--- src/rtl/fsmf_pkg.sv ---
package fsmf_pkg;

    localparam int OFFSET_W     = 16;
    localparam int CHAR_FIELD_W = 16;
    localparam int POS_FIELD_W  = 16;

    localparam logic FUNC_LOAD = 1'b0;
    localparam logic FUNC_TEXT = 1'b1;

    typedef struct packed {
        logic                    func;
        logic [CHAR_FIELD_W-1:0] char_value;
        logic                    last;
    } t_in_item;

    typedef struct packed {
        logic                   found;
        logic [POS_FIELD_W-1:0] match_position;
    } t_out_item;

    typedef struct packed {
        logic pat_shift;
        logic txt_shift;
    } t_win_ctrl;

endpackage

--- src/rtl/fsmf_window.sv ---
module fsmf_window #(
    parameter int MAX_PATTERN = 16,
    parameter int CHAR_W      = 16,
    parameter int LEN_W       = 5
) (
    input  logic                 i_clk,
    input  fsmf_pkg::t_win_ctrl  i_ctrl,
    input  logic [CHAR_W-1:0]    i_char,
    input  logic [LEN_W-1:0]     i_len,
    output logic                 o_match
);
    import fsmf_pkg::*;

    // pattern held newest first, so entry i lines up with window entry i
    logic [CHAR_W-1:0] r_pat [MAX_PATTERN];
    logic [CHAR_W-1:0] r_txt [MAX_PATTERN];
    logic [CHAR_W-1:0] n_txt [MAX_PATTERN];
    logic [MAX_PATTERN-1:0] ok;

    always_comb begin
        n_txt[0] = i_char;
        for (int i = 1; i < MAX_PATTERN; i++) begin
            n_txt[i] = r_txt[i-1];
        end
    end

    always_comb begin
        for (int i = 0; i < MAX_PATTERN; i++) begin
            ok[i] = (LEN_W'(i) >= i_len) || (n_txt[i] == r_pat[i]);
        end
    end

    assign o_match = &ok;

    always_ff @(posedge i_clk) begin
        if (i_ctrl.pat_shift) begin
            r_pat[0] <= i_char;
            for (int i = 1; i < MAX_PATTERN; i++) begin
                r_pat[i] <= r_pat[i-1];
            end
        end
        if (i_ctrl.txt_shift) begin
            r_txt <= n_txt;
        end
    end

endmodule

--- src/rtl/first_substring_match_finder_top.sv ---
// First substring match finder.
// Input channel (i_in_valid / o_in_stall, i_in_item): func selects a pattern
// character load or a text character; last ends the pattern or the text.
// A new pattern load replaces the stored pattern and abandons any text.
// Output channel (o_out_valid / i_out_stall, o_out_item): one item per text,
// either at the first match (found, match_position) or at the text's last
// character with found cleared.
// Configuration channel (i_cfg_valid / o_cfg_ready, i_cfg_data) sets the
// start offset; ready is always high, write only while idle.
// Throughput: one item per cycle unless a stalled result holds the flow; the
// whole window is compared in parallel in the single stage between the input
// register and the result register, which takes the result of the item in the
// input register when the output is free.
// Reset clears pattern length, text position and both valid flags; the
// stored pattern itself is undefined until loaded.
// When the receiver stalls a held result, the result register keeps it and o_in_stall
// rises as soon as the input register also holds an item.
module first_substring_match_finder_top #(
    parameter int MAX_PATTERN = 16,
    parameter int CHAR_BITS   = 16,
    parameter int POS_BITS    = 16
) (
    input  logic                            i_clk,
    input  logic                            i_rst_n,
    input  logic                            i_cfg_valid,
    input  logic [fsmf_pkg::OFFSET_W-1:0]   i_cfg_data,
    output logic                            o_cfg_ready,
    input  logic                            i_in_valid,
    input  fsmf_pkg::t_in_item              i_in_item,
    output logic                            o_in_stall,
    output logic                            o_out_valid,
    output fsmf_pkg::t_out_item             o_out_item,
    input  logic                            i_out_stall
);
    import fsmf_pkg::*;

    localparam int CHAR_W = (CHAR_BITS < CHAR_FIELD_W) ? CHAR_BITS : CHAR_FIELD_W;
    localparam int LEN_W  = $clog2(MAX_PATTERN + 1);
    localparam longint unsigned CAP = (64'd1 << POS_BITS) + 64'(MAX_PATTERN);
    localparam int IDX_W  = $clog2(CAP + 64'd1);
    localparam int CW     = ((IDX_W > OFFSET_W) ? IDX_W : OFFSET_W) + 1;
    localparam logic [IDX_W-1:0] IDX_CAP = IDX_W'(CAP);
    localparam logic [CW-1:0]    POS_MAX = CW'((64'd1 << POS_BITS) - 64'd1);

    logic [OFFSET_W-1:0] r_start_offset;
    logic                r_in_valid;
    t_in_item            r_in_item;
    logic [LEN_W-1:0]    r_len,     n_len;
    logic                r_loading, n_loading;
    logic [IDX_W-1:0]    r_idx,     n_idx;
    logic                r_done,    n_done;
    logic                r_out_valid;
    t_out_item           r_out_item, n_out_item;

    logic             advance;
    logic             emit;
    logic             hit;
    logic             win_match;
    logic [LEN_W-1:0] len_base;
    logic [CW-1:0]    p1;
    logic [CW-1:0]    start;
    t_win_ctrl        win_ctrl;

    assign o_cfg_ready = 1'b1;
    assign advance     = r_in_valid && (!r_out_valid || !i_out_stall);
    assign o_in_stall  = r_in_valid && !advance;
    assign o_out_valid = r_out_valid;
    assign o_out_item  = r_out_item;
    assign p1          = CW'(r_idx) + CW'(1);

    fsmf_window #(
        .MAX_PATTERN (MAX_PATTERN),
        .CHAR_W      (CHAR_W),
        .LEN_W       (LEN_W)
    ) u_window (
        .i_clk   (i_clk),
        .i_ctrl  (win_ctrl),
        .i_char  (r_in_item.char_value[CHAR_W-1:0]),
        .i_len   (r_len),
        .o_match (win_match)
    );

    always_comb begin
        n_len      = r_len;
        n_loading  = r_loading;
        n_idx      = r_idx;
        n_done     = r_done;
        emit       = 1'b0;
        hit        = 1'b0;
        start      = '0;
        len_base   = r_len;
        win_ctrl   = '0;
        n_out_item = '0;
        if (advance) begin
            if (r_in_item.func == FUNC_LOAD) begin
                len_base = r_loading ? r_len : '0;
                if (!r_loading) begin
                    n_idx  = '0;
                    n_done = 1'b0;
                end
                n_loading = !r_in_item.last;
                if (len_base < LEN_W'(MAX_PATTERN)) begin
                    win_ctrl.pat_shift = 1'b1;
                    n_len = len_base + LEN_W'(1);
                end else begin
                    n_len = len_base;
                end
            end else begin
                n_loading = 1'b0;
                if (r_done) begin
                    if (r_in_item.last) begin
                        n_idx  = '0;
                        n_done = 1'b0;
                    end
                end else begin
                    win_ctrl.txt_shift = 1'b1;
                    if (r_idx < IDX_CAP) begin
                        n_idx = r_idx + IDX_W'(1);
                    end
                    if (r_len == '0) begin
                        start = CW'(r_start_offset);
                        hit   = p1 >= CW'(r_start_offset);
                    end else if (p1 >= CW'(r_len)) begin
                        start = p1 - CW'(r_len);
                        hit   = (start >= CW'(r_start_offset)) && win_match;
                    end
                    if (start > POS_MAX) begin
                        hit = 1'b0;
                    end
                    if (hit) begin
                        emit                      = 1'b1;
                        n_out_item.found          = 1'b1;
                        n_out_item.match_position = start[POS_FIELD_W-1:0];
                        if (r_in_item.last) begin
                            n_idx = '0;
                        end else begin
                            n_done = 1'b1;
                        end
                    end else if (r_in_item.last) begin
                        emit  = 1'b1;
                        n_idx = '0;
                    end
                end
            end
        end
    end

    always_ff @(posedge i_clk) begin
        if (!i_rst_n) begin
            r_start_offset <= '0;
            r_in_valid     <= 1'b0;
            r_len          <= '0;
            r_loading      <= 1'b0;
            r_idx          <= '0;
            r_done         <= 1'b0;
            r_out_valid    <= 1'b0;
        end else begin
            if (i_cfg_valid) begin
                r_start_offset <= i_cfg_data;
            end
            if (!o_in_stall) begin
                r_in_valid <= i_in_valid;
            end
            r_len     <= n_len;
            r_loading <= n_loading;
            r_idx     <= n_idx;
            r_done    <= n_done;
            if (emit) begin
                r_out_valid <= 1'b1;
            end else if (!i_out_stall) begin
                r_out_valid <= 1'b0;
            end
        end
    end

    always_ff @(posedge i_clk) begin
        if (!o_in_stall) begin
            r_in_item <= i_in_item;
        end
        if (emit) begin
            r_out_item <= n_out_item;
        end
    end

endmodule

--- config.mk ---
export PLATFORM = sky130hd
export DESIGN_NAME = first_substring_match_finder_top
export DESIGN_NICKNAME = d
export VERILOG_FILES = /design/src/rtl/fsmf_pkg.sv /design/src/rtl/fsmf_window.sv /design/src/rtl/first_substring_match_finder_top.sv
export SDC_FILE = /design/constraint.sdc
export NUM_CORES = 1
export LEC_CHECK = 0
export BUFFER_PORTS_ARGS = -buffer_cell sky130_fd_sc_hd__buf_2
export CAP_MARGIN = 20
export CORE_ASPECT_RATIO = 0.7
export CORE_MARGIN = 8
export CORE_UTILIZATION = 55
export DETAILED_ROUTE_END_ITERATION = 6
export PLACE_DENSITY = 0.75
export SYNTH_ARGS = -nofsm -noshare
export SYNTH_HDL_FRONTEND = slang
export SYNTH_SLANG_ARGS = --single-unit
--- constraint.sdc ---
create_clock -name i_clk -period 28.5 [get_ports i_clk]
set_input_delay 2.85 -clock i_clk [delete_from_list [all_inputs] [get_ports i_clk]]
set_output_delay 2.85 -clock i_clk [all_outputs]
set_load 0.05 [all_outputs]
Word-level counts from Yosys, hierarchy flattened. Memories as Yosys holds them, arrays and structs flattened. Cells that the tools add are included.

Reductions and logical operators: 31. Div/mod/pow operators: 0. Add/sub/neg operators: 4. Multipliers: 0. Magnitude comparators: 22. Mux-type cells: 40. Eq/ne operators: 20. Bitwise logic cells: 3. Shift operators: 0.

Operators with widths (number): $eq A16 B16 Y1 (16); $mux W17 (7); $mux W18 (5); $ge A4 B5 Y1 const A (8); $ge A18 B16 Y1 (2); $mux W1 (25); $ge A3 B5 Y1 const A (4); $add A17 B1 Y18 const B (1); $ge A18 B5 Y1 (1); $gt A18 B16 Y1 const B (1); $sub A18 B5 Y18 (1); $add A17 B1 Y17 const B (1); $logic_or A1 B1 Y1 (17); $lt A17 B17 Y1 const B (1); $reduce_and A16 Y1 (1); $ge A1 B5 Y1 const A (2); $ge A2 B5 Y1 const A (2); $mux W5 (2); $add A5 B1 Y5 const B (1); $logic_not A5 Y1 (1); $lt A5 B5 Y1 const B (1); $logic_not A1 Y1 (4); $reduce_and A2 Y1 (2); $reduce_and A4 Y1 (1); 9 further kinds (13).

Bits in latches: 0. Register bits after elaboration: 317. Memories kept: 1. Bits in read-only memories: 0. Bits in writable memories: 256. Input bits: 39.

Memories: u_window.r_pat (words 16, width 16, rd ports 16, clocked after Yosys merged registers in 0, write ports 16, line fsmf_window.sv:15) `logic [CHAR_W-1:0] r_pat [MAX_PATTERN];`.

Depth between registers and ports, before layout. Gate-level depths: netlist of the first run.

Depth after elaboration: 17. Mapped depth: 21. Mapped depth without buffers: 19.

Hierarchy. A second synthesis of the first run with hierarchy kept.

Cell total of the unflattened synthesis: 1377. Area, all modules: 22571.6 µm².

By module, submodules not included: fsmf_window (seq. area each 14894.3 µm², cells each 869, area each 17860.9 µm², instances 1); first_substring_match_finder_top (seq. area each 1891.8 µm², cells each 508, area each 4710.8 µm², instances 1).

Worst setup path before layout of the first run. No wires, ideal clock.

Path type: input-to-reg. From: input port i_out_stall. To: register r_len[1]. Stages on the path: 5. Arrival time: 23.213 ns. Slack: 5.168 ns. Required time: 28.381 ns. Setup time: 0.119 ns. Cell sequence: nand2_1 -> nand2_1 -> a211oi_1 -> mux2i_1 -> nor2b_1.

Word-level cells in the longest chain between the ends: 4.

Ends and longest elaborated chain: start, declared (line first_substring_match_finder_top.sv:33) `input logic i_out_stall`; $logic_not A1 Y1; $logic_or A1 B1 Y1 (line first_substring_match_finder_top.sv:65) `assign advance = r_in_valid && (!r_out_valid || !i_out_stall);`; $logic_and A1 B1 Y1 (line first_substring_match_finder_top.sv:65); $reduce_and A2 Y1 (no line); end signal, assigned (line first_substring_match_finder_top.sv:164) `r_len <= n_len;`; end, declared (line first_substring_match_finder_top.sv:48) `logic [LEN_W-1:0] r_len, n_len;`.

No other way between the ends. A chain may end at the register's enable or synchronous reset.

Final worst setup path of the first run.
From: input port i_out_stall. To: output port o_in_stall.

Word-level cells in the longest chain between the ends: 5.

Ends and longest elaborated chain: $logic_not A1 Y1; $logic_or A1 B1 Y1 (line first_substring_match_finder_top.sv:65); $logic_and A1 B1 Y1 (line first_substring_match_finder_top.sv:65); $logic_not A1 Y1 (line first_substring_match_finder_top.sv:66) `assign o_in_stall = r_in_valid && !advance;`; $logic_and A1 B1 Y1 (line first_substring_match_finder_top.sv:66); end, declared (line first_substring_match_finder_top.sv:30) `output logic o_in_stall,`.

No other way between the ends.

==> out/metrics.yaml, run 1 <==
route:
  ant_nets: 0
  drt-vias-per-instance: 5.52
  wl_per_cell_um: 19.8
  drt_iter0_markers: 965
  dr.pass1.iters: 5
  drc: 0
  via_count: 11400
  wirelength_um: 40700
synth:
  synth_edf_count: 531
  netlist_area_um2: 22900
  avgSynthCellArea_um2: 16.4
  synth_seq_area_share_pct: 73.2
  synthDistinctLibCells: 72
  ys_ff_latch: 573
  ys.flop_type: "edfxtp_1"
  yosys_warnings: 0
  async_reset_ff_share_pct: 0
  syn_nets: 1476
  syn_inst: 1397
cts:
  cts_buffers: 50
  clock_tree.buffer_depth: 3
  cts_tree: "built"
  holdBufCountCts: 0
  cts_sinks: 573
  insertion_delay_ps: 570
  clk_pin_slew_ps: 60
  cts_htree_levels: 2
  cts_resized: 0
  cts_setup_buffers: 0
  cts-root-buf: "clkbuf_16"
sta:
  fin_crit_ps: 7040
  relSlewSlack_pct: 18.7
  worstMarginPinSlew_ps: 1220
  fin_worst_skew_ps: 13.0
  fmax_mhz: 142
  rsz0062_at_grt: "false"
  finalCritPeriodShare_pct: 24.7
  setup_viol: 0
  hold_viol: 0
  final_max_slew_viol_count: 0
  setup_tns_ps: 0
critical_path:
  cp_cell_sequence: "buf_2 -> nand3_1 -> inv_1 -> buf_2"
  critPathTopFamily: "simple AND/OR/NAND/NOR gates"
  max_stage_delay_ps: 680
  cp_common_cell: "buf_2"
  path_buf_inv: 3
  crit_type: "primary input to output pin"
  cp-end-kind: "output pin"
  startpoint_type: "primary input"
  cp.arrival_ps: 4190
  critPathSlowestCell: "nand3_1"
  crit_required_ps: 25650
  path_max_fanout: 19
die:
  start_util_pct: 55.9
  die_area_um2: 48600
  die-width_um: 260
  fp.coreArea_um2: 41000
  io_pins: 59
  rows: 62
  die_h_um: 187
placement:
  dp_hpwl_um: 27800
  gp_congestion: 0.862
  dp.cells: 1969
  portBuffers: 57
pwr:
  power_density_nw_per_um2: 65.3
  cellLeakagePower_nw: 8.39
  finalPower_mw: 1.65
  ir_drop_v: 0.0000575
global_routing:
  grt_max_degree: 179
  gr-usage-all-layers_pct: 16.6
  grt_pass1_wl_um: 63800
  antenna_found_initial: 0
  grt_pass1_vias: 11800
  grt_overflow: 0
job:
  cap_viol_max_count: 0
cells_and_area:
  fin_nets: 1558
  fin_cells: 2057
  final_util_pct: 61.7
  area_growth_pct: 10.4
  insertedDiodeCount: 0
  drive_above_1_share_pct: 10.8
min_path:
  min_path_type: "register to register"
run_status:
  outcome: "finished, final reports clean"
path summary, 6_finish.rpt:
check / cells past startpoint / to / startpoint / slack (ps)
max reg2reg: 20 / o_out_item[14]$_SDFFCE_PP0P_ / r_idx[0]$_SDFFE_PN0P_ / 22340
min: 0 / u_window.r_pat[0][67]$_DFFE_PP_ / u_window.r_pat[0][51]$_DFFE_PP_ / 470
max: 4 / o_in_stall / i_out_stall / 21460
min reg2reg: 0 / u_window.r_pat[0][67]$_DFFE_PP_ / u_window.r_pat[0][51]$_DFFE_PP_ / 470
power breakdown:
part	internal, mW	switching, mW	total (mW)
Clock	0.351	0.281	0.632
Combinational	0.0219	0.0402	0.0621
Sequential	0.942	0.0154	0.958
sequential cells by signal, summed over array words and instances, names as in the netlist, 5 cells and up:
signal	flops
u_window.n_txt	240
r_start_offset	16
r_len	5
o_out_item	17
r_idx	17
r_in_item	18
u_window.r_pat	256
cell families (layout without fill, tap and decap cells):
group	Yosys count	count (layout)	share of synthesized area (%)
DFF	573	573	73.2
xor gates and xnor gates	284	284	10.9
and+or+nand+nor	276	276	7.12
AOI/OAI and AO/OA	133	133	4.16
buffers and inverters	70	186	1.53
adders and majority gates	40	40	2.22
muxes	20	20	0.879
other	1	1	0.0164
metal layers:
layer | routed length, um | global-route usage (%) | vias up
li1 | - | - | 5419
met1 | 18100 | 22.4 | 5552
met2 | 19100 | 26.6 | 321
met3 | 2730 | 4.19 | 66
met4 | 808 | 4.42 | 0
met5 | 0 | 0 | -
stage by stage:
| stage | instance area (um^2) | hold WS (ps) | worst slack, ps |
|---|---|---|---|
| 2_1_floorplan | 22900 | 447 | 5170 |
| 3_3_place_gp | 23800 | 453 | 21450 |
| 3_5_place_dp | 23800 | 454 | 21430 |
| 4_1_cts | 25300 | 465 | 21430 |
| 5_1_grt | 25300 | 470 | 21330 |
| 6_report | 25300 | 466 | 21460 |
synthesized netlist by cell type, drive strengths merged (7+ instances only):
cell	instances	area (um^2)
ha	39	488
dfxtp	42	841
xor2	119	1050
clkbuf	18	67.6
nor3	13	65.1
nor2	32	120
mux2i	19	190
o21ai	21	105
a21oi	34	170
nand2	39	146
edfxtp	531	15900
nor2b	35	219
a21o	7	52.6
buf	16	136
inv	34	128
nand3	19	113
a211oi	15	125
nand4	53	365
and3	7	45.1
nor4	48	328
xnor2	165	1450
a22oi	12	90.1
final cells by class:
cell class | instances | area (um^2)
inverters | 34 | 135
multi-input cells | 754 | 5810
clock buffers | 61 | 1300
clock inverters | 25 | 205
flip-flops and latches | 573 | 16800
well taps | 544 | 681
fillers | 2892 | 15700
repair buffers | 66 | 385
worst register-to-register path, stage by stage (launching register included):
cell,delay (ps)
dfxtp_1,540
ha_1,370
nand3_2,270
xnor2_1,420
ha_1,370
o21a_1,130
o31a_1,130
nor4_2,480
nand4_2,290
nor2_1,190
xor2_1,230
ha_1,220
o21a_1,170
nand2_1,80
o21ai_0,170
a21oi_1,60
nor4b_1,380
o311ai_2,170
buf_4,260
a31oi_1,600
buf_4,330
cells in the final DEF (no fill, tap or decap), drive strengths merged, types with 3 or more instances in the layout:
cell and n:
a31oi 6, o22ai 3, or2 4, nor2b 35
buf 66, nor4b 3, nand3b 5, nand3 19
and3 7, dfxtp 42, inv 34, clkinv 20
a21o 7, a221oi 6, edfxtp 531, xnor2 165
nand2 39, a21boi 5, ha 39, a22oi 12
nand4 53, nand2b 4, o21a 4, mux2i 19
xor2 119, bufinv 3, clkbuf 61, nor4 48
and2 6, a21oi 34, o31ai 3, a211oi 15
nor2 32, nor3 13, o21ai 21, o31a 3
Power figures use the tool's default switching activity.
==> run 2: changes to the inputs <==
Settings changed: ABC_AREA set to 1, PLACE_DENSITY 0.75 to 0.77.
Clock period 28.5 ns to 6.05 ns, I/O delays scaled along.
==> out/metrics.yaml, run 2 <==
cts:
  cts_tree: "built"
  holdBufCountCts: 0
  cts_setup_buffers: 0
  cts-root-buf: "clkbuf_16"
  cts_sinks: 573
  clock_tree.buffer_depth: 3
  cts_resized: 0
  clk_pin_slew_ps: 60
  cts_buffers: 52
  insertion_delay_ps: 580
  cts_htree_levels: 2
route:
  drc: 0
  drt_iter0_markers: 1433
  wl_met2_um: 18700
  dr.pass1.iters: 6
  ant_nets: 0
  drt-vias-per-instance: 5.01
  wirelength_um: 42800
  wl_per_cell_um: 15.3
  via_count: 14000
  highest_layer: "met4"
  met3_length_um: 3280
  met1_length_um: 19900
critical_path:
  cp_common_cell: "nand2_1"
  path_max_fanout: 19
  critPathTopFamily: "simple AND/OR/NAND/NOR gates"
  crit_type: "register to register"
  crit_required_ps: 6310
  critPathSlowestCell: "dfxtp_1"
  cp-end-kind: "register"
  startpoint_type: "register"
  path_buf_inv: 2
  max_stage_delay_ps: 450
  cp.arrival_ps: 5370
synth:
  synthDistinctLibCells: 40
  synth_top_area_share_pct: 66.3
  ys.flop_type: "edfxtp_1"
  async_reset_ff_share_pct: 0
  syn_inst: 2060
  synth_edf_count: 531
  synth_seq_area_share_pct: 69.8
  yosys_warnings: 0
  synthTopCellsByCount: "531 x edfxtp_1, 475 x nand2_1, 297 x nor2_1"
  syn_nets: 2139
  synth_area_leaders: "edfxtp_1 66%, nand2_1 7.4%, xor2_1 5.0%"
  avgSynthCellArea_um2: 11.7
  ys_ff_latch: 573
  yosys.cell_count.top_type: "edfxtp_1"
  synth_largest_area_cell: "edfxtp_1"
  netlist_area_um2: 24100
cells_and_area:
  largest_reg_flops: 256
  layout_common_cells: "531 x edfxtp_1, 474 x nand2_1, 297 x nor2_1"
  drive_above_1_share_pct: 8.57
  finalInstanceArea_um2: 26900
  layout_commonest_cell: "edfxtp_1"
  top_register: "u_window.r_pat"
  insertedDiodeCount: 0
  fin_nets: 2245
  area_growth_pct: 11.8
placement:
  gp_congestion: 0.938
  dp_hpwl_um: 30100
  dpl_cell_area_um2: 25100
  portBuffers: 57
  dp_slack_ps: 1060
sta:
  fmax_mhz: 196
  worstMarginPinSlew_ps: 870
  rsz0062_at_grt: "false"
  fin_worst_skew_ps: 14.7
  fin_ws_ps: 941
  hold_viol: 0
  finalCritPeriodShare_pct: 84.4
  fin_crit_ps: 5110
  relSlewSlack_pct: 42.0
  final_max_slew_viol_count: 0
  setup_viol: 0
global_routing:
  grt_overflow: 0
  grt_pass1_wl_um: 68800
  grt_max_degree: 138
  antenna_found_initial: 0
  gr-usage-all-layers_pct: 16.9
  grt_pass1_vias: 13800
job:
  cap_viol_max_count: 0
die:
  rows: 64
  io_pins: 59
  die_area_um2: 50800
  fp.coreArea_um2: 43400
  start_util_pct: 55.4
  die_h_um: 191
  die-width_um: 266
pwr:
  power_density_nw_per_um2: 318
  ir_drop_v: 0.000242
  cellLeakagePower_nw: 10.8
run_status:
  outcome: "finished, final reports clean"
min_path:
  min_path_type: "primary input to register"
-- run 2: layout make-up --
class | instances | area (um^2)
clock inverters | 26 | 400
fillers | 3301 | 16500
flip-flops and latches | 573 | 16800
well taps | 594 | 743
clock buffers | 68 | 1360
multi-input cells | 1197 | 6190
inverters | 277 | 1040
repair buffers | 65 | 358
-- run 2: stage by stage --
step           util, %  hold WS, ps  TNS (ps)  power [mW]  std cells
2_1_floorplan        -          442   -294940        5.07       2060
3_3_place_gp      57.9          449         0        5.23       2706
3_5_place_dp      57.9          455         0        5.25       2706
4_1_cts           61.9          170         0        8.61       2800
5_1_grt           61.9          175         0        8.88       2800
6_report          61.9          205         0        8.55       2800
-- run 2: layer usage --
| layer | track usage [%] | vias up |
|---|---|---|
| li1 | - | 6995 |
| met1 | 24.4 | 6562 |
| met2 | 25.9 | 400 |
| met3 | 3.66 | 75 |
| met4 | 4.51 | 0 |
| met5 | 0 | - |
-- run 2: path summary, 6_finish.rpt --
path                                      start                             to  slack, ps  depth (start not counted)
setup reg to reg          r_idx[0]$_SDFFE_PN0P_   o_out_item[10]$_SDFFCE_PP0P_        940                         27
hold / removal                     i_in_item[2]         r_in_item[2]$_DFFE_PN_        210                          1
hold reg to reg   u_window.n_txt[200]$_DFFE_PP_  u_window.n_txt[184]$_DFFE_PP_        460                          0
setup / recovery          r_idx[0]$_SDFFE_PN0P_   o_out_item[10]$_SDFFCE_PP0P_        940                         27
-- run 2: cells by family (layout without fill, tap and decap cells) --
kind of cell    Yosys count  count (layout)  share of synthesized area (%)
simple gates            870             870                           14.6
buf+inv                 290             436                           4.59
xor+xnor                160             160                           5.83
flops                   573             573                           69.8
compound gates          126             126                           3.05
fa+ha+maj                40              40                           2.11
other cells               1               1                         0.0156
-- run 2: where the power goes --
part	internal, mW	total (mW)	switching, mW
sequential	4.45	4.54	0.0851
clock	1.99	3.38	1.39
combinational	0.206	0.641	0.434
total	6.64	8.55	1.91
